--- src/rtl/ahtgaq_pkg.sv ---
// ----------------------------------------------------------------------------
// ahtgaq_pkg
// Shared types and constants of the gain-adaptive quantizer.
// ----------------------------------------------------------------------------
package ahtgaq_pkg;

  localparam int SAMPLE_W = 24;
  localparam int MAG_W    = 24;
  localparam int CODE_W   = 16;
  localparam int WID_W    = 5;
  localparam int GSEL_W   = 2;

  localparam logic [GSEL_W-1:0] GAIN_X1   = 2'd0;
  localparam logic [GSEL_W-1:0] GAIN_X2   = 2'd1;
  localparam logic [GSEL_W-1:0] GAIN_X4   = 2'd2;
  localparam logic [GSEL_W-1:0] GAIN_RSVD = 2'd3;

  localparam logic [WID_W-1:0] MIN_MANT = 5'd3;

  localparam int QUEUE_DEPTH = 4;

  typedef struct packed {
    logic [CODE_W-1:0] codeword;
    logic [WID_W-1:0]  codeword_width;
    logic              escape_used;
    logic [CODE_W-1:0] escape_code;
    logic [WID_W-1:0]  escape_width;
    logic              neg;
  } code_t;

  localparam int CODE_T_W = $bits(code_t);

endpackage

--- src/rtl/ahtgaq_fifo.sv ---
// ----------------------------------------------------------------------------
// ahtgaq_fifo
// Short register queue between the classifying front and the divider back.
// ----------------------------------------------------------------------------
module ahtgaq_fifo import ahtgaq_pkg::*; #(
  parameter int WIDTH = 8,
  parameter int DEPTH = 4
) (
  input  logic             clk,
  input  logic             rst,
  input  logic             push,
  input  logic [WIDTH-1:0] push_data,
  output logic             full,
  input  logic             pop,
  output logic             empty,
  output logic [WIDTH-1:0] pop_data
);

  localparam int PTR_W = (DEPTH > 1) ? $clog2(DEPTH) : 1;
  localparam int CNT_W = $clog2(DEPTH + 1);

  logic [WIDTH-1:0] mem [DEPTH];
  logic [PTR_W-1:0] wr_ptr;
  logic [PTR_W-1:0] rd_ptr;
  logic [CNT_W-1:0] count;
  logic             do_push;
  logic             do_pop;

  assign full     = (count == CNT_W'(DEPTH));
  assign empty    = (count == '0);
  assign do_push  = push && !full;
  assign do_pop   = pop && !empty;
  assign pop_data = mem[rd_ptr];

  always_ff @(posedge clk) begin
    if (rst) begin
      wr_ptr <= '0;
      rd_ptr <= '0;
      count  <= '0;
    end else begin
      if (do_push) begin
        wr_ptr <= (wr_ptr == PTR_W'(DEPTH - 1)) ? '0 : wr_ptr + 1'b1;
      end
      if (do_pop) begin
        rd_ptr <= (rd_ptr == PTR_W'(DEPTH - 1)) ? '0 : rd_ptr + 1'b1;
      end
      if (do_push && !do_pop) begin
        count <= count + 1'b1;
      end else if (do_pop && !do_push) begin
        count <= count - 1'b1;
      end
    end
  end

  always_ff @(posedge clk) begin
    if (do_push) begin
      mem[wr_ptr] <= push_data;
    end
  end

  a_count_bound: assert property (@(posedge clk) disable iff (rst)
    count <= CNT_W'(DEPTH))
    else $error("queue count beyond depth");

  a_full_empty: assert property (@(posedge clk) disable iff (rst)
    !(full && empty))
    else $error("queue full and empty at once");

  a_push_count: assert property (@(posedge clk) disable iff (rst)
    (do_push && !do_pop) |=> (count == CNT_W'($past(count) + 1'b1)))
    else $error("queue count missed a push");

endmodule

--- config.mk ---
export PLATFORM = sky130hd
export DESIGN_NAME = ahtgaq_fifo
export DESIGN_NICKNAME = d
export VERILOG_FILES = /design/src/rtl/ahtgaq_pkg.sv /design/src/rtl/ahtgaq_fifo.sv
export SDC_FILE = /design/constraint.sdc
export NUM_CORES = 1
export LEC_CHECK = 0
export ABC_AREA = 1
export BUFFER_PORTS_ARGS = -buffer_cell sky130_fd_sc_hd__buf_2
export CORE_MARGIN = 4
export CORE_UTILIZATION = 40
export DETAILED_ROUTE_END_ITERATION = 10
export GPL_ROUTABILITY_DRIVEN = 0
export SLEW_MARGIN = 20
export SYNTH_ARGS = -nofsm -noshare
export SYNTH_HDL_FRONTEND = slang
export SYNTH_SLANG_ARGS = --single-unit
--- constraint.sdc ---
create_clock -name clk -period 1.6 [get_ports clk]
set_input_delay 0.08 -clock clk [delete_from_list [all_inputs] [get_ports clk]]
set_output_delay 0.08 -clock clk [all_outputs]
set_load 0.05 [all_outputs]
# After elaboration in Yosys (flattened, before gate mapping)
# Memory sizes are Yosys's and may differ from the RTL's. A register that Yosys moved wholly into a read port is not among the register bits.
# Index checks and enable logic that the tools add are counted.
# op_classes
n_mux	8
eq_ne	3
n_reduce_logical	10
addsub	4
# ops
operator	n
2-to-1 mux 2 bit	4
2-to-1 mux 3 bit	2
adder 2 x 1 -> 2 bit, second input constant	2
equality test 2 bit, second input constant	2
logical AND 1 bit	4
logical NOT 1 bit	4
adder 3 x 1 -> 3 bit, second input constant	1
equality test 3 bit, second input constant	1
logical NOT 3 bit	1
subtractor 3 x 1 -> 3 bit, second input constant	1
2-to-1 mux 1 bit	2
nonzero test 2 bit	1
# totals
in_bits	12
ram_bits	32
ff_bits	7
n_memories	1
# memory_table
memory	depth	word_bits	read_ports	rd_clocked_by_memory_dff	write_ports	line	source
mem	4	8	1	1	1	ahtgaq_fifo.sv:22	logic [WIDTH-1:0] mem [DEPTH];

# Longest topological paths before layout
# logic_depth
depth_word	7
mapped_depth	13
ltp_nobuf	13

# Least setup slack after synthesis
# OpenSTA, ideal clock, no wires.
# synth_path
path_type	register -> register
start	register count[1]
end	register count[1]
n_path_buf	0
period_less_slack_ps	1690
setup_ps	116
slack_ps	-90
t_arrival_ps	1574
stages_incl_launch_ff	10
cell_sequence	dfxtp_1 > nor2_1 > nand2_1 > nand2_2 > inv_1 > ha_1 > inv_1 > fa_1 > o21ai_0 > nor2_1
# synth_via
elab_chain_cells	6
elab_cells_between_ends	15
classes_between	add/sub (2); eq/ne (1); mux (2); reduce/logical (10)
# synth_rtl
item	line	source
from (decl)	ahtgaq_fifo.sv:25	logic [CNT_W-1:0] count;
from (signal assigned)	ahtgaq_fifo.sv:48	count <= count + 1'b1;
from (signal assigned)	ahtgaq_fifo.sv:50	count <= count - 1'b1;
equality test 3 bit *	ahtgaq_fifo.sv:29	assign full = (count == CNT_W'(DEPTH));
logical NOT 1 bit *	ahtgaq_fifo.sv:31	assign do_push = push && !full;
logical AND 1 bit *	ahtgaq_fifo.sv:31	
via do_push	ahtgaq_fifo.sv:26	logic do_push;
logical NOT 1 bit	ahtgaq_fifo.sv:49	end else if (do_pop && !do_push) begin
logical AND 1 bit	ahtgaq_fifo.sv:49	
nonzero test 2 bit (no source line)	--	
# Mark *: on every way through the listed nets, which the timed path passes. The rest lies on a longest branch. The select of a mux whose other input is x is not followed.
# A chain may end at the register's enable or synchronous reset.

# Final worst setup path
# Same ends and word-level chain as after synthesis.

==> flow_metrics.env <==
export IMPL_cts_root_buf="clkbuf_8"
export IMPL_syn_nets=166
export IMPL_report_final_hold_viol_count=0
export IMPL_power_switching_share=0.405
export IMPL_postSynthRegisterBits=41
export IMPL_numClockSinks=41
export IMPL_core_area_sq_um=4060
export IMPL_clock_insertion_delay_worst_skew_ps=290
export IMPL_crit_required_ps=1790
export IMPL_fin_setup_tns_ps=0
export IMPL_path_cells="nor2_4, nand2_2, nand2_4, inv_4, ha_4, inv_4, fa_2, o21ai_1, nor2_1"
export IMPL_reg_to_reg_critical_path_endpoint="count[1]"
export IMPL_status="finished clean"
export IMPL_synthCells=147
export IMPL_die_area_sq_um=5350
export IMPL_setup_viol=0
export IMPL_power_switching_w=0.00163
export IMPL_hold_path_cell_count=1
export IMPL_synth_largest_area_cell="edfxtp_1"
export IMPL_holdPathEnd="mem[1][7]"
export IMPL_wl_per_cell_um=13.7
export IMPL_diodes=0
export IMPL_pwr_share_comb=0.436
export IMPL_cts_made_buffers=5
export IMPL_regToRegSetupSlack_ps=20
export IMPL_crit_path_end_kind="flip-flop"
export IMPL_crit_path_start_kind="flip-flop"
export IMPL_hold_path_startpoint="push_data[7]"
export IMPL_grt_setup_unrepaired="yes"
export IMPL_worst_clock_skew_ps=4.04
export IMPL_layout_core_utilization=0.541
export IMPL_gr_total_overflow=0
export IMPL_crit_path_top_delay_cell="fa_2"
export IMPL_cts_htree_levels=2
export IMPL_critPathTopFamily="adder cells"
export IMPL_synth_top_cells_by_area="edfxtp_1 57%, dfxtp_1 11%, nor2_1 7.3%"
export IMPL_clkTransAtPathRegs_ps=80
export IMPL_postLayoutCellArea_sq_um=2190
export IMPL_critical_path_arrival_ps=1760
export IMPL_io_buffer_count=21
export IMPL_layout_common_cells="32 x nor2_1, 32 x edfxtp_1, 16 x buf_2, 16 x buf_4, 13 x inv_1"
export IMPL_antenna_found_initial=0
export IMPL_drt_first_pass_iters=4
export IMPL_cts_tree="done"
export IMPL_holdCritPathClass="input pin to flip-flop"
export IMPL_timing_rr_start="count[1]"
export IMPL_post_layout_total_power_w=0.00402
export IMPL_vias=1196
export IMPL_ys_seq_area_frac=0.673
export IMPL_maximum_clock_path_buffer_count=2
export IMPL_internal_power_summed_over_all_cells_w=0.00239
export IMPL_r2r_cells=9
export IMPL_timing_max_cap_violations=0
export IMPL_critPathMostFrequentCell="inv_4"
export IMPL_dr_first_iter_drc_count=40
export IMPL_vdd_ir_drop_max_v=0.000744
export IMPL_synth_cell_types=19
export IMPL_post_route_cells_drive_above_1_share=0.320
export IMPL_site_rows=23
export IMPL_floorplan_initialDensity=0.418
export IMPL_relSlewSlack=0.834
export IMPL_achievable_frequency_ghz=0.634
export IMPL_critical_path_buf_inv_count=2
export IMPL_grt_start_max_net_pins=17
export IMPL_routed_via_density=4.90
export IMPL_power_density_nw_per_um2=1830
export IMPL_first_pass_grt_wire_length_mm=5.74
export IMPL_vias_in_the_first_global_route=1248
export IMPL_synth_area_sq_um=1700
export IMPL_final_period_utilization=0.985
export IMPL_p_seq_frac=0.360
export IMPL_layout_min_cycle_time_ps=1580
export IMPL_total_leakage_power_nw=0.894
export IMPL_die_h_um=73.1
export IMPL_die_w_um=73.1
export IMPL_residual_antenna_violating_net_count_after_detailed_routing=0
export IMPL_post_synth_top_area_fraction=0.566
export IMPL_critical_path_max_fanout=2
export IMPL_critical_path_max_stage_delay_ps=420
export IMPL_slew_violations=0
export IMPL_remaining_drc_errors=0
export IMPL_place_detailed_hpwl_mm=2.36
export IMPL_placed_area_sq_um=1950
export IMPL_clkPwrFrac=0.205
export IMPL_worst_setup_path_type="flip-flop to flip-flop"
export IMPL_detail_route_wirelength_mm=3.35
export IMPL_final_nets=212
export IMPL_count_of_synthesis_stage_warnings_from_yosys=0
export IMPL_groute_usage_overall=0.145
export IMPL_areaGrowthSynthToFinish_pct=29.4
export IMPL_least_margin_pin_slew_ps=251
export IMPL_pin_count=22
export IMPL_syn_mean_instance_area_sq_um=11.5
[cells in the mapped netlist (all sizes together)]
library cell,count
a21oi,2
buf,2
dfxtp,9
edfxtp,32
fa,1
ha,6
inv,18
nand2,14
nand3,1
nand3b,2
nand4,1
nor2,33
o21ai,17
o22ai,8
xor2,1
[cell type report]
type	count	area [sq um]
repair buffers	41	285
inverters	18	77.6
multi-input cells	86	508
clock buffers	5	68.8
well taps	50	62.6
flip-flops and latches	41	1150
fillers	358	1860
clock inverters	3	46.3
[cell families (layout without fill, tap and decap cells)]
logic type	Yosys count	count (layout)	synth area share
adders and majority gates	7	7	0.0560
and+or+nand+nor	51	51	0.121
AOI/OAI and AO/OA	27	27	0.0922
buffers and inverters	20	67	0.0531
xor gates and xnor gates	1	1	0.00516
DFF	41	41	0.673
[per-layer routing]
layer  routed length (um)  vias up  GRT usage
met5                    0        -          0
met4                   38        0     0.0492
met1                 1410      567      0.168
li1                     -      595          -
met2                 1750       28      0.252
met3                  148        6     0.0441
[sequential cells by signal, indices dropped and copies added, names as in the netlist, named ones only]
name,flops
mem,32
rd_ptr,2
count,3
wr_ptr,2
[metrics by stage]
stage | cells | hold slack [ps] | setup WS [ps]
floorplan | 147 | 145 | 4.44
global placement | 227 | 248 | 24.7
detailed placement | 227 | 247 | -5.15
CTS | 241 | 0.0406 | 5.73
global route | 244 | 0.0710 | -48.7
finish | 244 | 9.70 | 23.8
[power groups by stage]
stage                     clock, W  sequential, W  combinational, W
after floorplan                  0        0.00144           0.00119
after global placement           0        0.00145           0.00157
after detailed placement         0        0.00146           0.00163
after CTS                 0.000847        0.00144           0.00168
after global routing      0.000892        0.00147           0.00192
final                     0.000822        0.00145           0.00175
[worst max-delay path by stage]
stage,from,to,slack (ps),cells past startpoint
6_report,count[1],count[1],20,9
5_1_grt,count[1],count[2],-50,12
4_1_cts,flip-flop,pop_data[7],6,4
3_5_place_dp,count[0],count[2],-5,12
3_3_place_gp,count[0],count[2],20,12
2_1_floorplan,count[0],count[2],4,13
[timing repair]
action	4_1_cts	5_1_grt
setup endpoints to repair	8	9
endpoints found under the hold margin	21	1
hold buffers	6	1
buffers inserted	0	2
gates resized for setup	4	15
pin swaps	0	6
cloned	0	0
Note: power is estimated with default switching activity, not from simulation.
