--- config.mk ---
export PLATFORM = sky130hd
export DESIGN_NAME = ahtgaq_back
export DESIGN_NICKNAME = d
export VERILOG_FILES = /design/src/rtl/ahtgaq_pkg.sv /design/src/rtl/ahtgaq_back.sv
export SDC_FILE = /design/constraint.sdc
export NUM_CORES = 2
export LEC_CHECK = 0
export BUFFER_PORTS_ARGS = -buffer_cell sky130_fd_sc_hd__buf_4
export CAP_MARGIN = 20
export CORE_MARGIN = 1
export CORE_UTILIZATION = 50
export DETAILED_ROUTE_END_ITERATION = 10
export PLACE_DENSITY = 0.63
export SLEW_MARGIN = 20
export SYNTH_ARGS = -nofsm -noshare
export SYNTH_HDL_FRONTEND = slang
export SYNTH_SLANG_ARGS = --single-unit
--- constraint.sdc ---
create_clock -name clk -period 71.9 [get_ports clk]
set_clock_uncertainty 0.15 [all_clocks]
set_input_delay 3.595 -clock clk [delete_from_list [all_inputs] [get_ports clk]]
set_output_delay 3.595 -clock clk [all_outputs]
set_load 0.05 [all_outputs]
--- src/rtl/ahtgaq_pkg.sv ---
// ----------------------------------------------------------------------------
// ahtgaq_pkg
// Shared types and constants of the gain-adaptive quantizer.
// ----------------------------------------------------------------------------
package ahtgaq_pkg;

  localparam int SAMPLE_W = 24;
  localparam int MAG_W    = 24;
  localparam int CODE_W   = 16;
  localparam int WID_W    = 5;
  localparam int GSEL_W   = 2;

  localparam logic [GSEL_W-1:0] GAIN_X1   = 2'd0;
  localparam logic [GSEL_W-1:0] GAIN_X2   = 2'd1;
  localparam logic [GSEL_W-1:0] GAIN_X4   = 2'd2;
  localparam logic [GSEL_W-1:0] GAIN_RSVD = 2'd3;

  localparam logic [WID_W-1:0] MIN_MANT = 5'd3;

  localparam int QUEUE_DEPTH = 4;

  typedef struct packed {
    logic [CODE_W-1:0] codeword;
    logic [WID_W-1:0]  codeword_width;
    logic              escape_used;
    logic [CODE_W-1:0] escape_code;
    logic [WID_W-1:0]  escape_width;
    logic              neg;
  } code_t;

  localparam int CODE_T_W = $bits(code_t);

endpackage

--- src/rtl/ahtgaq_back.sv ---
// ----------------------------------------------------------------------------
// ahtgaq_back
// Pipelined restoring divider for the reconstruction, saturation and the
// result register.
// ----------------------------------------------------------------------------
module ahtgaq_back import ahtgaq_pkg::*; #(
  parameter int MB = 16,
  parameter int F  = 23
) (
  input  logic                 clk,
  input  logic                 rst,
  input  logic                 rec_valid,
  output logic                 rec_pop,
  input  code_t                rec_code,
  input  logic [F+MB+2:0]      rec_num,
  input  logic [MB+2:0]        rec_den,
  output logic                 result_valid,
  input  logic                 result_ready,
  output logic [CODE_W-1:0]    codeword,
  output logic [WID_W-1:0]     codeword_width,
  output logic                 escape_used,
  output logic [CODE_W-1:0]    escape_code,
  output logic [WID_W-1:0]     escape_width,
  output logic [SAMPLE_W-1:0]  reconstruction
);

  localparam int DDW = MB + 3;
  localparam int XW  = F + MB + 5;
  localparam int QB  = F + 2;
  localparam int RW  = DDW + 1;
  localparam int EW  = (QB > 25) ? QB : 25;

  localparam logic [EW-1:0] ONE_E   = EW'(1) << F;
  localparam logic [EW-1:0] POS_CAP = (F < 23) ? (ONE_E - EW'(1)) : EW'(24'h7FFFFF);
  localparam logic [EW-1:0] NEG_CAP = (F < 23) ? ONE_E : EW'(24'h800000);

  logic adv;

  logic           l_vld;
  code_t          l_code;
  logic [XW-1:0]  l_x;
  logic [RW-1:0]  l_den2;

  logic           dv_vld  [QB];
  code_t          dv_code [QB];
  logic [RW-1:0]  dv_rem  [QB];
  logic [QB-1:0]  dv_xl   [QB];
  logic [QB-1:0]  dv_q    [QB];
  logic [RW-1:0]  dv_den2 [QB];

  logic [RW-1:0]  nx_rem  [QB];
  logic [QB-1:0]  nx_xl   [QB];
  logic [QB-1:0]  nx_q    [QB];

  logic [RW-1:0]  src_rem;
  logic [QB-1:0]  src_xl;
  logic [QB-1:0]  src_q;
  logic [RW-1:0]  src_den;
  logic [RW:0]    trial;
  logic           ge;

  logic [EW-1:0]       rm_e;
  logic [EW-1:0]       pos_m;
  logic [EW-1:0]       neg_m;
  logic [SAMPLE_W-1:0] recon_c;
  code_t               last_code;

  assign adv     = !result_valid || result_ready;
  assign rec_pop = adv && rec_valid;

  // one quotient bit per stage
  always_comb begin
    src_rem = '0;
    src_xl  = '0;
    src_q   = '0;
    src_den = '0;
    trial   = '0;
    ge      = 1'b0;
    for (int j = 0; j < QB; j++) begin
      if (j == 0) begin
        src_rem = RW'(l_x[XW-1:QB]);
        src_xl  = l_x[QB-1:0];
        src_q   = '0;
        src_den = l_den2;
      end else begin
        src_rem = dv_rem[j-1];
        src_xl  = dv_xl[j-1];
        src_q   = dv_q[j-1];
        src_den = dv_den2[j-1];
      end
      trial     = {src_rem, src_xl[QB-1]};
      ge        = (trial >= {1'b0, src_den});
      nx_rem[j] = ge ? RW'(trial - {1'b0, src_den}) : RW'(trial);
      nx_xl[j]  = src_xl << 1;
      nx_q[j]   = {src_q[QB-2:0], ge};
    end
  end

  always_comb begin
    last_code = dv_code[QB-1];
    rm_e      = EW'(dv_q[QB-1]);
    pos_m     = (rm_e > POS_CAP) ? POS_CAP : rm_e;
    neg_m     = (rm_e > NEG_CAP) ? NEG_CAP : rm_e;
    recon_c   = last_code.neg ? (SAMPLE_W'(0) - SAMPLE_W'(neg_m)) : SAMPLE_W'(pos_m);
  end

  always_ff @(posedge clk) begin
    if (rst) begin
      l_vld        <= 1'b0;
      result_valid <= 1'b0;
      for (int j = 0; j < QB; j++) begin
        dv_vld[j] <= 1'b0;
      end
    end else if (adv) begin
      l_vld <= rec_valid;
      for (int j = 0; j < QB; j++) begin
        dv_vld[j] <= (j == 0) ? l_vld : dv_vld[j-1];
      end
      result_valid <= dv_vld[QB-1];
    end
  end

  always_ff @(posedge clk) begin
    if (adv) begin
      l_code <= rec_code;
      l_x    <= (XW'(rec_num) << 1) + XW'(rec_den);
      l_den2 <= RW'(rec_den) << 1;
      for (int j = 0; j < QB; j++) begin
        dv_code[j] <= (j == 0) ? l_code : dv_code[j-1];
        dv_den2[j] <= (j == 0) ? l_den2 : dv_den2[j-1];
        dv_rem[j]  <= nx_rem[j];
        dv_xl[j]   <= nx_xl[j];
        dv_q[j]    <= nx_q[j];
      end
      codeword       <= last_code.codeword;
      codeword_width <= last_code.codeword_width;
      escape_used    <= last_code.escape_used;
      escape_code    <= last_code.escape_code;
      escape_width   <= last_code.escape_width;
      reconstruction <= recon_c;
    end
  end

  a_no_escape_zero: assert property (@(posedge clk) disable iff (rst)
    (result_valid && !escape_used) |-> (escape_width == '0 && escape_code == '0))
    else $error("escape fields set without escape");

endmodule

# Word level (Yosys, flattened, before mapping)
# Memories as Yosys holds them, arrays and structs flattened. A register that Yosys moved wholly into a read port is not among the register bits.
# Index checks and enable logic that the tools add are counted.
# classes
add_sub_neg,27
n_mux,59
reduce_logical,3
n_lt_le_gt_ge,27
bitwise,25
# op_table
operator,count
21-bit by 20-bit >= comparator with 1-bit output,24
20-bit two-way mux,25
20-bit subtractor,25
24-bit two-way mux,3
43-bit by 19-bit adder with 44-bit output,1
1-bit two-way mux,31
"25-bit by 23-bit > comparator with 1-bit output, second input constant",1
"25-bit by 24-bit > comparator with 1-bit output, second input constant",1
1-bit bitwise OR,25
"1-bit by 24-bit subtractor with 24-bit output, first input constant",1
20-bit >= comparator,1
1-bit logical AND,1
1-bit zero test,1
1-bit logical OR,1
# word_totals
mem_bits_rw,3350
in_bits,109
reg_bits,175
elab_cells,162
output_inout_bits,69
memories,6
# mem_list
memory,depth,word_bits,rd,rd_ports_with_merged_regs,wr,line,source
dv_code,25,44,25,0,25,ahtgaq_back.sv:45,code_t dv_code [QB];
dv_q,25,25,25,0,25,ahtgaq_back.sv:48,logic [QB-1:0] dv_q [QB];
dv_xl,25,24,24,0,25,ahtgaq_back.sv:47,logic [QB-1:0] dv_xl [QB];
dv_den2,25,20,24,0,25,ahtgaq_back.sv:49,logic [RW-1:0] dv_den2 [QB];
dv_rem,25,20,24,0,25,ahtgaq_back.sv:46,logic [RW-1:0] dv_rem [QB];
dv_vld,25,1,25,1,25,ahtgaq_back.sv:44,logic dv_vld [QB];

# Logic depth before layout (Yosys ltp)
# logic_depth
word_depth,6
mapped_depth,15
depth_no_buf,14

# Least setup slack after synthesis
# Ideal clock, no wire load.
# synth_path
path_type,input to register
from,input port result_ready
to,register codeword[0] (enable)
setup_ps,3119
required_time_ps,68631
path_buffers,0
t_arrival_ps,57752
path_slack_ps,10880
path_stages,2
path_cell_list,nor2b_1 inv_1
# synth_between
elab_chain_len,1
# synth_rtl
element,line,source
"start, declared",ahtgaq_back.sv:18,"input logic result_ready,"
1-bit logical OR,ahtgaq_back.sv:68,assign adv = !result_valid || result_ready;
"end signal, assigned",ahtgaq_back.sv:135,codeword <= last_code.codeword;
"end, declared",ahtgaq_back.sv:19,"output logic [CODE_W-1:0] codeword,"
# Every way passes these cells.
# A chain may end at the register's enable or synchronous reset.

# Worst setup path in the final report
# layout_path
from,input port result_ready
to,register reconstruction[1] (enable)
# layout_between
elab_chain_len,1
# layout_rtl
element,line,source
1-bit logical OR,ahtgaq_back.sv:68,
"end signal, assigned",ahtgaq_back.sv:140,reconstruction <= recon_c;
"end, declared",ahtgaq_back.sv:24,output logic [SAMPLE_W-1:0] reconstruction
# Every way passes these cells.

==> flow_summary.toml <==
[yosys]
yosysMostFrequentCell = "edfxtp_1"
synth.top_cells.by_count = "edfxtp_1 (2835), inv_1 (598), ha_1 (493)"
synth_area_um2 = 115000
synthArstFlopShare_pct = 0
ys_seq_area_share_pct = 74.0
synth_edf_count = 2835
yosys_warnings = 0
syn_area_per_cell_um2 = 15.8
synth_area_leader_cell = "edfxtp_1"
synth_nets = 7916
ys_seq_elements = 2837
synth.distinct_cells = 100
yosysTopAreaCellShare_pct = 74.0
synthFlopType = "edfxtp_1"
synth_top_cells_by_area = "edfxtp_1 (74%), ha_1 (5.4%), inv_1 (2.0%)"
syn_inst = 7289

[routing]
post_drt_wl_per_cell_um = 18.0
dr.pass1.iters = 6
drc = 0
final_antenna_net_count = 0
num_vias = 58129
viasPerCell = 5.31
routed_wirelength_um = 197000
drt_iter0_drc = 4235

[cells_and_area]
areaGrowthSynthToFinish_pct = 12.7
num-fill-cells = 17607
drive_above_1_share_pct = 11.3
final_nets = 8350
finalNonFillerCells = 10940

[die]
die_height_um = 482
rows = 175
dieArea_um2 = 232000
pin_count = 178
start_util_pct = 50.4
die_w_um = 482
coreArea_um2 = 228000

[place]
dpl.hpwl_um = 134000
place_congestion = 0.875
io_buffers = 177
dp_cells = 10423

[grt]
grt_max_degree = 191
overflow = 0
use_met1_pct = 22.7
grt.busiest_layer = "met2"
grt_pass1_vias = 57356
grt_pass1_wl_um = 311000
use_met2_pct = 28.2
antenna_found_initial = 2
use_met3_pct = 2.59
grtUsageTotal_pct = 17.0

[worst_setup_path]
crit_required_ns = 72.24
crit_fanout = 142
arrival_ns = 9.94
end_kind = "register"
cp-start-kind = "input pin"
r2r_slack_ns = 64.69
crit_type = "in -> reg"

[clocking]
clockBufferDepth = 4
clkTransAtPathRegs_ns = 0.06
ctsResizeCount = 0
cts_tree = "built"
post-cts-setup-buffer-count = 0
worstSkewPairLatency_ns = 0.92
cts_root_buf = "clkbuf_16"
clock_sinks = 2837
cts_hold_repair.buffers = 0
cts_max_level = 5
numCtsBuffers = 307

[sta]
fmaxAchievable_mhz = 104
max_slew_margin_pct = 22.0
fin_setup_tns_ns = 0
setup_viol = 0
hold_violations = 0
rsz0062_at_grt = "no"
worst_pin_slew_ns = 1.17
slew_violations = 0
final.min_clock_period_ns = 9.60
timing.final.crit_share_pct = 13.4

[run]
max-cap-violations = 0

[power_and_ir_drop]
max-vdd-ir-drop_uv = 24.3
power_density_nw_per_um2 = 41.3
p_leak_nw = 50.8

[worst_hold_path]
hp-class = "reg -> reg"

[status]
status = "finished clean"
-- cell usage in the layout, fill, tap and decap left out, types with 14 or more instances in the layout --
master	count
xnor2_1	226
a21o_1	152
o31ai_1	16
a31oi_1	58
ha_1	493
clkinv_1	68
buf_4	220
o21a_1	52
and3_1	30
inv_1	597
o211ai_1	16
mux2_2	180
nand2b_1	64
bufinv_16	25
a21oi_1	383
or2_2	22
o21bai_1	37
nand3_1	85
nor4_1	19
nand4_1	57
o21ai_1	14
fa_1	25
nor2b_1	74
edfxtp_1	2835
o21ai_0	314
nor3_1	82
nand2_1	411
clkinv_2	41
clkbuf_1	48
nor2_1	365
xor2_1	154
a211oi_1	27
a211o_1	24
mux2i_1	26
a21boi_0	21
clkbuf_16	314
or3_1	33
and2_1	31
-- metrics by stage --
stage | area [µm²] | hold WS, ns | power (mW) | worst slack, ns | utilization (%)
after global routing | 130000 | 0.230 | 5.65 | 61.63 | 56.8
after global placement | 120000 | 0.250 | 3.85 | 61.42 | 52.7
after floorplan | 115000 | 0.250 | 3.50 | 10.88 | -
final | 130000 | 0.232 | 5.35 | 62.30 | 56.8
after detailed placement | 120000 | 0.255 | 3.89 | 61.24 | 52.7
after CTS | 130000 | 0.229 | 5.40 | 62.18 | 56.8
-- worst max-delay path: stages --
cell	delay, ns
buf_4	0.08
nor2b_1	0.13
inv_8	0.57
buf_4	0.59
buf_4	0.74
buf_4	0.63
buf_4	0.70
buf_4	0.88
buf_4	0.87
buf_4	0.88
-- state kept, by name, summed over array words and instances, names as in the netlist --
| register | flops |
|---|---|
| escape_code | 16 |
| dv_q | 325 |
| l_x | 44 |
| l_vld | 1 |
| l_den2 | 18 |
| dv_xl | 299 |
| escape_width | 5 |
| dv_rem | 480 |
| codeword | 16 |
| result_valid | 1 |
| escape_used | 1 |
| l_code | 44 |
| dv_den2 | 433 |
| codeword_width | 5 |
| dv_code | 1100 |
| dv_vld | 25 |
| reconstruction | 24 |
-- routing by layer --
metal  wire [µm]  vias to the layer above
met5           0                        -
met4        6620                        0
met3        7330                      407
met2       94900                     1137
met1       88000                    28315
li1            -                    28270
-- area by class of cell --
cell class | count | area (µm²) | share of cell area [%]
flip-flops and latches | 2837 | 85200 | 65.7
multi-input cells | 3753 | 27300 | 21.0
clock buffers | 362 | 8040 | 6.20
well taps | 3009 | 3760 | 2.90
inverters | 599 | 2260 | 1.74
repair buffers | 225 | 1740 | 1.34
clock inverters | 154 | 1390 | 1.07
diodes | 1 | 2.50 | 0.00193
-- cells by family (layout without fill, tap and decap cells) --
kind of cell / count (synthesis) / after routing / synth area share, %
DFF: 2837 / 2837 / 74.0
muxes: 218 / 218 / 2.13
adders and majority gates: 518 / 518 / 5.80
AOI/OAI and AO/OA: 1291 / 1291 / 7.22
and+or+nand+nor: 1346 / 1346 / 5.59
xor gates and xnor gates: 380 / 380 / 2.89
other: 0 / 1 / 0
buffers and inverters: 699 / 1340 / 2.35
-- path summary, 6_finish.rpt --
check / startpoint / end / depth (start not counted)
worst max register to register: result_valid$_SDFFE_PP0N_ / reconstruction[1]$_DFFE_PN_ / 9
worst max-delay path: result_ready / reconstruction[1]$_DFFE_PN_ / 10
worst min register to register: dv_q[1][183]$_DFFE_PN_ / dv_q[1][209]$_DFFE_PN_ / 0
worst min-delay path: dv_q[1][183]$_DFFE_PN_ / dv_q[1][209]$_DFFE_PN_ / 0
-- where the power goes --
part / internal, mW / switching [mW] / total [mW]
registers: 2.25 / 0.154 / 2.40
clock network: 0.882 / 0.594 / 1.48
logic: 0.642 / 0.824 / 1.47
(Power assumes the default switching activity.)
