==> config.mk <==
export PLATFORM = sky130hd
export DESIGN_NAME = ahtgaq_front
export DESIGN_NICKNAME = d
export VERILOG_FILES = /design/src/rtl/ahtgaq_pkg.sv /design/src/rtl/ahtgaq_front.sv
export SDC_FILE = /design/constraint.sdc
export NUM_CORES = 2
export LEC_CHECK = 0
export ABC_AREA = 1
export BUFFER_PORTS_ARGS = -buffer_cell sky130_fd_sc_hd__buf_2
export CAP_MARGIN = 10
export CORE_ASPECT_RATIO = 1.75
export CORE_MARGIN = 5
export CORE_UTILIZATION = 55
export CTS_CLUSTER_DIAMETER = 150
export DETAILED_ROUTE_END_ITERATION = 10
export GPL_ROUTABILITY_DRIVEN = 0
export PLACE_DENSITY_LB_ADDON = 0.2
export SYNTH_ARGS = -nofsm -noshare
export SYNTH_HDL_FRONTEND = slang
export SYNTH_SLANG_ARGS = --single-unit
==> constraint.sdc <==
create_clock -name clk -period 8.19 [get_ports clk]
set_input_delay 0.4095 -clock clk [delete_from_list [all_inputs] [get_ports clk]]
set_output_delay 0.4095 -clock clk [all_outputs]
set_load 0.05 [all_outputs]
==> src/rtl/ahtgaq_pkg.sv <==
// ----------------------------------------------------------------------------
// ahtgaq_pkg
// Shared types and constants of the gain-adaptive quantizer.
// ----------------------------------------------------------------------------
package ahtgaq_pkg;

  localparam int SAMPLE_W = 24;
  localparam int MAG_W    = 24;
  localparam int CODE_W   = 16;
  localparam int WID_W    = 5;
  localparam int GSEL_W   = 2;

  localparam logic [GSEL_W-1:0] GAIN_X1   = 2'd0;
  localparam logic [GSEL_W-1:0] GAIN_X2   = 2'd1;
  localparam logic [GSEL_W-1:0] GAIN_X4   = 2'd2;
  localparam logic [GSEL_W-1:0] GAIN_RSVD = 2'd3;

  localparam logic [WID_W-1:0] MIN_MANT = 5'd3;

  localparam int QUEUE_DEPTH = 4;

  typedef struct packed {
    logic [CODE_W-1:0] codeword;
    logic [WID_W-1:0]  codeword_width;
    logic              escape_used;
    logic [CODE_W-1:0] escape_code;
    logic [WID_W-1:0]  escape_width;
    logic              neg;
  } code_t;

  localparam int CODE_T_W = $bits(code_t);

endpackage

==> src/rtl/ahtgaq_front.sv <==
// ----------------------------------------------------------------------------
// ahtgaq_front
// Accepts coefficients, picks the quantizer, forms codes and the division
// operands for the reconstruction.
// ----------------------------------------------------------------------------
module ahtgaq_front import ahtgaq_pkg::*; #(
  parameter int MB = 16,
  parameter int F  = 23
) (
  input  logic                 clk,
  input  logic                 rst,
  input  logic [SAMPLE_W-1:0]  sample,
  input  logic [WID_W-1:0]     mantissa_width,
  input  logic [GSEL_W-1:0]    gain_select,
  input  logic                 item_valid,
  output logic                 item_ready,
  output logic                 rec_valid,
  input  logic                 rec_full,
  output code_t                rec_code,
  output logic [F+MB+2:0]      rec_num,
  output logic [MB+2:0]        rec_den
);

  localparam int DW    = MB + 1;
  localparam int OPA_W = MAG_W + 2;
  localparam int PW    = OPA_W + DW;
  localparam int SCW   = (OPA_W > F + 1) ? OPA_W : F + 1;
  localparam int SQIW  = ((MAG_W + MB > F + 1) ? MAG_W + MB : F + 1) + 1;
  localparam int AW    = ((PW + 1 > F + 4) ? PW + 1 : F + 4) + 1;
  localparam int YW    = MB + 1;
  localparam int NW    = F + MB + 3;
  localparam int DDW   = MB + 3;

  localparam logic [SCW-1:0] ONE_S = SCW'(1) << F;
  localparam logic [YW-1:0]  Y_CAP = YW'(3) << (MB - 1);
  localparam logic [YW:0]    RC    = (YW + 1)'((2 ** (YW + 1) + 2) / 3);

  logic f_adv;

  // stage 1
  logic                 s1_vld;
  logic                 s1_neg;
  logic [MAG_W-1:0]     s1_mag;
  logic [WID_W-1:0]     s1_m;
  logic [GSEL_W-1:0]    s1_g;
  logic [MAG_W-1:0]     mag_c;
  logic [WID_W-1:0]     m_c;
  logic [GSEL_W-1:0]    g_c;

  // stage 2
  logic                 s2_vld;
  logic                 s2_neg;
  logic [WID_W-1:0]     s2_m;
  logic [GSEL_W-1:0]    s2_g;
  logic [PW-1:0]        s2_prod;
  logic [MB-1:0]        s2_sq;
  logic                 s2_small;
  logic [MB-1:0]        lvl1;
  logic [DW-1:0]        d1;
  logic [SCW-1:0]       scaled;
  logic [OPA_W-1:0]     diff;
  logic [OPA_W-1:0]     opa;
  logic [DW-1:0]        opb;
  logic [SQIW-1:0]      sq_full;
  logic [MB-1:0]        sh1;

  // stage 3
  logic                 s3_vld;
  logic                 s3_neg;
  logic [WID_W-1:0]     s3_m;
  logic [GSEL_W-1:0]    s3_g;
  logic [MB-1:0]        s3_sq;
  logic                 s3_small;
  logic [MB-1:0]        s3_qk;
  logic [YW-1:0]        s3_y;
  logic [AW-1:0]        qk_full;
  logic [AW-1:0]        y_full;
  logic [MB-1:0]        qcap;

  // stage 4
  logic                 s4_vld;
  logic                 s4_neg;
  logic [WID_W-1:0]     s4_m;
  logic [GSEL_W-1:0]    s4_g;
  logic [MB-1:0]        s4_sq;
  logic                 s4_small;
  logic [MB-1:0]        s4_qk;
  logic [2*YW:0]        s4_k3p;

  // stage 5
  logic                 s5_vld;
  code_t                s5_code;
  logic [NW-1:0]        s5_num;
  logic [DDW-1:0]       s5_den;
  code_t                code_c;
  logic [NW-1:0]        num_c;
  logic [DDW-1:0]       den_c;
  logic [YW-1:0]        k3;
  logic [MB-1:0]        cap3;
  logic [MB-1:0]        k3c;
  logic [MB-1:0]        kk;
  logic [WID_W-1:0]     sb;
  logic [WID_W-1:0]     lb;
  logic [MB-1:0]        mask_m;
  logic [MB-1:0]        mask_sb;
  logic [MB-1:0]        mask_lb;
  logic [MB-1:0]        lvl5;
  logic [DW-1:0]        d5;
  logic [MB-1:0]        pcode;
  logic [MB-1:0]        xcode;
  logic [DDW-1:0]       tsum;

  assign f_adv      = !s5_vld || !rec_full;
  assign item_ready = f_adv;
  assign rec_valid  = s5_vld;
  assign rec_code   = s5_code;
  assign rec_num    = s5_num;
  assign rec_den    = s5_den;

  // stage 1: magnitude and clamped controls
  always_comb begin
    mag_c = sample[SAMPLE_W-1] ? (~sample + 1'b1) : sample;
    if (mantissa_width < MIN_MANT) begin
      m_c = MIN_MANT;
    end else if (mantissa_width > WID_W'(MB)) begin
      m_c = WID_W'(MB);
    end else begin
      m_c = mantissa_width;
    end
    g_c = (gain_select == GAIN_RSVD) ? GAIN_X1 : gain_select;
  end

  // stage 2: one shared multiplier, small quantizer trial
  always_comb begin
    lvl1   = (MB'(1) << s1_m) - MB'(1);
    d1     = (s1_g == GAIN_X2) ? ((DW'(1) << (s1_m - 5'd1)) - DW'(1))
                               : ((DW'(1) << (s1_m + 5'd1)) - DW'(2));
    scaled = SCW'(s1_mag) << s1_g;
    diff   = (scaled > ONE_S) ? OPA_W'(scaled - ONE_S) : '0;
    opa    = (s1_g == GAIN_X1) ? OPA_W'(s1_mag) : diff;
    opb    = (s1_g == GAIN_X1) ? DW'(lvl1) : d1;
    sq_full = ((SQIW'(s1_mag) << (s1_m - 5'd1)) + (SQIW'(1) << (F - 1))) >> F;
    sh1    = MB'(1) << (s1_m - WID_W'(s1_g) - 5'd1);
  end

  // stage 3: rounding shifts and clamps
  always_comb begin
    qk_full = (AW'(s2_prod) + (AW'(1) << F)) >> (F + 1);
    qcap    = (s2_g == GAIN_X1) ? ((MB'(1) << (s2_m - 5'd1)) - MB'(1))
                                : ((MB'(1) << (s2_m - 5'd2)) - MB'(1));
    y_full  = ((AW'(s2_prod) << 1) + (AW'(3) << (F + 2))) >> (F + 3);
  end

  // stage 5: codes and division operands
  always_comb begin
    k3      = YW'(s4_k3p >> (YW + 1));
    cap3    = (MB'(1) << (s4_m - 5'd1)) - MB'(1);
    k3c     = (k3 > YW'(cap3)) ? cap3 : k3[MB-1:0];
    kk      = (s4_g == GAIN_X4) ? k3c : s4_qk;
    sb      = s4_m - WID_W'(s4_g);
    lb      = (s4_g == GAIN_X2) ? (s4_m - 5'd1) : s4_m;
    mask_m  = (MB'(1) << s4_m) - MB'(1);
    mask_sb = (MB'(1) << sb) - MB'(1);
    mask_lb = (MB'(1) << lb) - MB'(1);
    lvl5    = (MB'(1) << s4_m) - MB'(1);
    d5      = (s4_g == GAIN_X2) ? ((DW'(1) << (s4_m - 5'd1)) - DW'(1))
                                : ((DW'(1) << (s4_m + 5'd1)) - DW'(2));
    tsum    = '0;
    pcode   = '0;
    xcode   = '0;
    code_c  = '0;
    code_c.neg = s4_neg;
    num_c   = '0;
    den_c   = '0;
    case (s4_g)
      GAIN_X2, GAIN_X4: begin
        code_c.codeword_width = sb;
        if (s4_small) begin
          pcode = (s4_neg ? (MB'(0) - s4_sq) : s4_sq) & mask_sb;
          num_c = NW'(s4_sq) << F;
          den_c = DDW'(1) << (s4_m - 5'd1);
        end else begin
          pcode = MB'(1) << (sb - 5'd1);
          xcode = (s4_neg ? ~kk : kk) & mask_lb;
          code_c.escape_used  = 1'b1;
          code_c.escape_width = lb;
          if (s4_g == GAIN_X2) begin
            tsum  = DDW'(d5) + (DDW'(kk) << 1);
            den_c = DDW'(d5) << 1;
          end else begin
            tsum  = DDW'(d5) + (DDW'(kk) << 3) + (DDW'(kk) << 2);
            den_c = DDW'(d5) << 2;
          end
          num_c = NW'(tsum) << F;
        end
      end
      default: begin
        pcode = (s4_neg ? (MB'(0) - s4_qk) : s4_qk) & mask_m;
        code_c.codeword_width = s4_m;
        num_c = NW'(s4_qk) << (F + 1);
        den_c = DDW'(lvl5);
      end
    endcase
    code_c.codeword    = CODE_W'(pcode);
    code_c.escape_code = CODE_W'(xcode);
  end

  always_ff @(posedge clk) begin
    if (rst) begin
      s1_vld <= 1'b0;
      s2_vld <= 1'b0;
      s3_vld <= 1'b0;
      s4_vld <= 1'b0;
      s5_vld <= 1'b0;
    end else if (f_adv) begin
      s1_vld <= item_valid;
      s2_vld <= s1_vld;
      s3_vld <= s2_vld;
      s4_vld <= s3_vld;
      s5_vld <= s4_vld;
    end
  end

  always_ff @(posedge clk) begin
    if (f_adv) begin
      s1_neg   <= sample[SAMPLE_W-1];
      s1_mag   <= mag_c;
      s1_m     <= m_c;
      s1_g     <= g_c;

      s2_neg   <= s1_neg;
      s2_m     <= s1_m;
      s2_g     <= s1_g;
      s2_prod  <= opa * opb;
      s2_sq    <= sq_full[MB-1:0];
      s2_small <= (sq_full < SQIW'(sh1));

      s3_neg   <= s2_neg;
      s3_m     <= s2_m;
      s3_g     <= s2_g;
      s3_sq    <= s2_sq;
      s3_small <= s2_small;
      s3_qk    <= (qk_full > AW'(qcap)) ? qcap : qk_full[MB-1:0];
      s3_y     <= (y_full > AW'(Y_CAP)) ? Y_CAP : y_full[YW-1:0];

      s4_neg   <= s3_neg;
      s4_m     <= s3_m;
      s4_g     <= s3_g;
      s4_sq    <= s3_sq;
      s4_small <= s3_small;
      s4_qk    <= s3_qk;
      s4_k3p   <= s3_y * RC;

      s5_code  <= code_c;
      s5_num   <= num_c;
      s5_den   <= den_c;
    end
  end

endmodule

After elaboration in Yosys (flattened, before gate mapping)

Index checks and enable logic that the tools add are counted.

Multiplexer cells: 25
Shift-type cells: 16
Equality and inequality tests: 4
Multipliers: 2
Add/sub/neg operators: 31
Reduce and logical (&&, ||, !) cells: 8
$lt $le $gt $ge: 7
Bitwise operators: 6

Operators by type and width:

| kind                     | count |
|---|---|
| $mux W16                 | 10 |
| $shl A1 B5 Y16 const A   | 9 |
| $sub A16 B2 Y16 const B  | 7 |
| $mux W40                 | 2 |
| $shl A1 B5 Y17 const A   | 4 |
| $mux W19                 | 3 |
| $mux W26                 | 2 |
| $mux W17                 | 3 |
| $and A16 B16 Y16         | 3 |
| $add A44 B27 Y45 const B | 1 |
| $add A43 B24 Y44 const B | 1 |
| $mul A26 B17 Y43         | 1 |
| $add A41 B23 Y41 const B | 1 |
| $shl A24 B5 Y41          | 1 |
| $sub A17 B2 Y17 const B  | 2 |
| $sub A17 B3 Y17 const B  | 2 |
| $mul A17 B16 Y33 const B | 1 |
| $sub A1 B16 Y16 const A  | 2 |
| $gt A26 B24 Y1 const B   | 1 |
| $shl A24 B2 Y26          | 1 |
| $sub A26 B24 Y26 const B | 1 |
| $sub A5 B1 Y5 const B    | 5 |
| $add A24 B1 Y24 const B  | 1 |
| $not A24 Y24             | 1 |
| other kinds (24)         | 34 |

Input bits: 35
Register bits: 342
Output and inout bits: 107
Logic and storage cells: 141

Depth between registers and ports, before layout

Depth after elaboration: 11
Depth in mapped cells: 49

Worst setup path after synthesis

OpenSTA, ideal clock, no wires.

Path type: register to register
Start point: reg s5_vld, in the netlist rec_valid
End point: reg s4_vld
Data required time: 8090 ps
Arrival time: 7907 ps
Stages on the path, launching flop included: 4
Path slack: 183 ps
Clock period less this slack: 8007 ps
Setup time: 100 ps
Cells stage by stage: dfxtp_1 nand2_1 inv_1 a211oi_1

Longest elaborated chain between the ends: 2

RTL lines:

| item                   | RTL line            | RTL |
|---|---|---|
| from (decl)            | ahtgaq_front.sv:91  | `logic s5_vld;` |
| from (signal assigned) | ahtgaq_front.sv:220 | `s5_vld <= s4_vld;` |
| $logic_not A1 Y1       | ahtgaq_front.sv:113 | `assign f_adv = !s5_vld \|\| !rec_full;` |
| $logic_or A1 B1 Y1     | ahtgaq_front.sv:113 |  |
| via item_ready         | ahtgaq_front.sv:16  | `output logic item_ready,` |
| to (signal assigned)   | ahtgaq_front.sv:219 | `s4_vld <= s3_vld;` |
| to (decl)              | ahtgaq_front.sv:81  | `logic s4_vld;` |

The timed path passes the listed nets, and every way through them passes these cells.
A chain may end at the register's enable or synchronous reset.

Worst setup path after layout

Start point: reg s1_m[0]
End point: reg s2_prod[29], data pin

Longest elaborated chain between the ends: 6

RTL lines:

| item                                                      | RTL line                                 | RTL |
|---|---|---|
| from (decl)                                               | ahtgaq_front.sv:44                       | `logic [WID_W-1:0] s1_m;` |
| from (signal assigned)                                    | ahtgaq_front.sv:228                      | `s1_m <= m_c;` |
| $add A5 B1 Y5 / $sub A5 B1 Y5 (equally long branches)     | ahtgaq_front.sv:137, ahtgaq_front.sv:136 |  |
| $shl A1 B5 Y17, on equally long branches                  | ahtgaq_front.sv:137, ahtgaq_front.sv:136 |  |
| $sub A17 B3 Y17 / $sub A17 B2 Y17 (equally long branches) | ahtgaq_front.sv:137, ahtgaq_front.sv:136 |  |
| $mux W17                                                  | ahtgaq_front.sv:136                      | `d1 = (s1_g == GAIN_X2) ? ((DW'(1) << (s1_m - 5'd1)) - DW'(1))` |
| $mux W17 (*)                                              | ahtgaq_front.sv:141                      | `opb = (s1_g == GAIN_X1) ? DW'(lvl1) : d1;` |
| $mul A26 B17 Y43 (*)                                      | ahtgaq_front.sv:234                      | `s2_prod <= opa * opb;` |
| to (signal assigned)                                      | ahtgaq_front.sv:234                      |  |
| to (decl)                                                 | ahtgaq_front.sv:55                       | `logic [PW-1:0] s2_prod;` |

Every way passes the cells marked *; elsewhere a longest branch is shown, timed or not.

==> reports/qor.txt <==
status - complete, no violations
number of H-tree levels - 1
startpoint types - flop
initial antenna violation count - 4
Num CTS Buffers - 27
finished layout cell area - 47200 µm²
hold path endpoint - s1_vld$_SDFFE_PP0P_
Tightest Pin Transition - 919 ps
root buffer cell - clkbuf_16
synth top area cells - fa_1 (21%), edfxtp_1 (19%), nand2_1 (12%)
Skew-Pair Late Insertion Delay - 610 ps
vias in the first global route - 39.9k
clock buffer depth - 3
simple-gate share of the synthesized area - 25.8%
Critical Path RT - 8500 ps
DP Worst Slack - 74.6 ps
DR WL/cell - 19.8 µm
hold path cells - 2
Avg Inst Size Synth - 7.44 µm²
Final Max Tran Viols - 0
number of port buffers - 118
Fin Clk Skew - 44.8 ps
fmax - 127 MHz
core area - 78400 µm²
R2R Setup Slk - 320 ps
Reg area - 8330 µm²
post-synthesis cell type count - 65
Synth top area share - 21.4%
CTS tree - built
reg2reg path depth - 34
Worst R2R End - s2_prod[29]$_DFFE_PP_
Post-synth ARST share - 0%
Gate Count Post-Synth - 5839
Synth Flop Type - edfxtp_1
critical path launch point - s1_m[0]$_SDFFCE_PP1P_
area post-placement - 45700 µm²
Ys Warns - 0
DR vias/cell - 5.63
CP max FO - 28
# IOs - 142
Synth Area in Compound Gates - 7.78%
sequential cell area fraction in the yosys report - 19.2%
worst min path class - input port to flop
Pre-antenna DRT Iters - 8
crit path kind - flop to flop
GR Overflow Total - 0
Crit. End Element - flop
post-route clock period utilization - 96.1%
Multi-input gate area - 30500 µm²
Hold Crit Start - rst
Yosys reg bits - 279
post-synthesis xor/xnor area fraction - 3.30%
Critical R2R Launch - s1_m[0]$_SDFFCE_PP1P_
Max-slew headroom - 38.7%
Chip Width - 222 µm
Post-synth EDFFs - 274
DR DRC count - 0
commonest non-fill, non-tap cell in the layout - nand2_1
fin crit period - 7870 ps
via count - 39.7k
Nets - 6854
area leader, netlist - fa_1
Fin. Hold Viols - 0
synthesized area - 43400 µm²
first-pass GRT wire length - 215000 µm
most frequent cells in the layout - nand2_1 (1413), inv_1 (1077), nor2_1 (561)
final WL - 140000 µm
Most common cell on crit path - fa_1
post-synthesis mux area share - 0%
share of layout cells above drive strength 1 - 9.08%
Slowest-stage cell, CP - fa_1
Worst Path Arrival - 8180 ps
adder-cell area share of the yosys netlist - 32.0%
fill cell count - 7198
standard-cell rows - 136
Starting Density - 55.4%
clock slew at reported path FFs - 70 ps
Die Ht - 382 µm
GRT Resource Usage Total - 32.1%
final setup margin - 322 ps
full die area - 84900 µm²
dpl hpwl - 115000 µm
# setup viols final - 0
clk sinks - 279
antenna viol nets, final - 0
largest family of logic cells by synthesized area - adder cells
setup TNS - 0 ps
crit-path max cell delay - 540 ps
largest net degree at the start of global routing - 123
area growth from synthesis to layout - 8.72%
Max Cap Viol - 0
1st-iter DRT viols - 3105
sequential cells by signal, summed over array words and instances (netlist names), 5 cells and up:
register and cells:
s4_sq 16, s3_sq 16, s4_m 5, s2_m 5, s3_y 17, s2_sq 16, s4_k3p 16, s1_m 5
s1_mag 24, rec_code 44, s3_qk 16, s4_qk 16, s3_m 5, rec_num 19, s2_prod 20, rec_den 19
layer usage:
metal	up-vias	share of wire [%]	GRT usage [%]
met5	-	0.022	0
met4	6	11	27.2
met3	728	6.2	4.19
met2	1763	50	58.0
met1	18600	32	32.3
li1	18600	-	-
timing repair:
item                       in CTS  in global routing
hold endpoints to repair        1                  0
setup endpoints to repair       0                 20
hold buffers                    1                  0
buffers inserted                0                  8
gates resized for setup         0                121
cell families after synthesis:
| kind of cell | Yosys count |
|---|---|
| flops | 279 |
| simple gates | 2666 |
| buf+inv | 1298 |
| xor+xnor | 160 |
| compound gates | 600 |
| fa+ha+maj | 834 |
| other cells | 2 |
worst max path at each step:
stage	to
floorplan	s4_vld$_SDFFE_PP0P_
CTS	s2_prod[39]$_DFFE_PP_
global route	s2_prod[39]$_DFFE_PP_
finish	s2_prod[29]$_DFFE_PP_
global placement	s2_prod[42]$_DFFE_PP_
detailed placement	s2_prod[39]$_DFFE_PP_
area by class of cell:
class	count	area share (%)
Antenna cell	1	0.00530
Clock buffer	28	1.44
Clock inverter	21	0.469
Inverter	1120	8.97
Multi-Input combinational cell	4284	64.6
Sequential cell	279	17.6
Tap cell	1035	2.74
Timing Repair Buffer	273	4.16
synth_stat cells (5+ instances only):
master and n:
nand2_1 1430, inv_1 1081, nor2_1 577, fa_1 464, nand3_1 390, ha_1 370
edfxtp_1 274, a21oi_1 237, o21ai_0 211, xor2_1 114, nor3_1 70, buf_2 65
nand4_1 55, clkbuf_1 54, nor2_2 48, xnor2_1 43, buf_4 30, inv_2 28
o211ai_1 24, a31oi_1 20, nand2_2 19, or2_2 19, buf_1 18, o221ai_1 16
o21bai_1 14, nand3b_1 13, o21a_1 13, o21ai_1 12, buf_6 11, clkinv_1 10
a211oi_1 9, a21o_1 8, and2_1 8, nand2_4 8, nand3_2 8, nor2_4 6
o22ai_1 6, a221oi_1 5, dfxtp_1 5, o31ai_1 5
critical path: cells and delay by family, from the launching register on:
family | cells | cell delay, ps
compound gates | 5 | 1030
xor+xnor | 2 | 270
fa+ha+maj | 9 | 3800
buf+inv | 10 | 1100
flops | 1 | 460
simple gates | 8 | 890
stage by stage:
step                utilization, %  hold slack (ps)  instances
global route                  60.2             58.0       7040
detailed placement            58.2              405       6980
CTS                           59.4             27.5       7030
finish                        60.2             58.4       7041
global placement              58.2              401       6980
floorplan                        -              400       5861
Power is left out: the tool's default activity adds up to more than one toggle a clock period on the data nets, which glitch-free logic cannot reach.
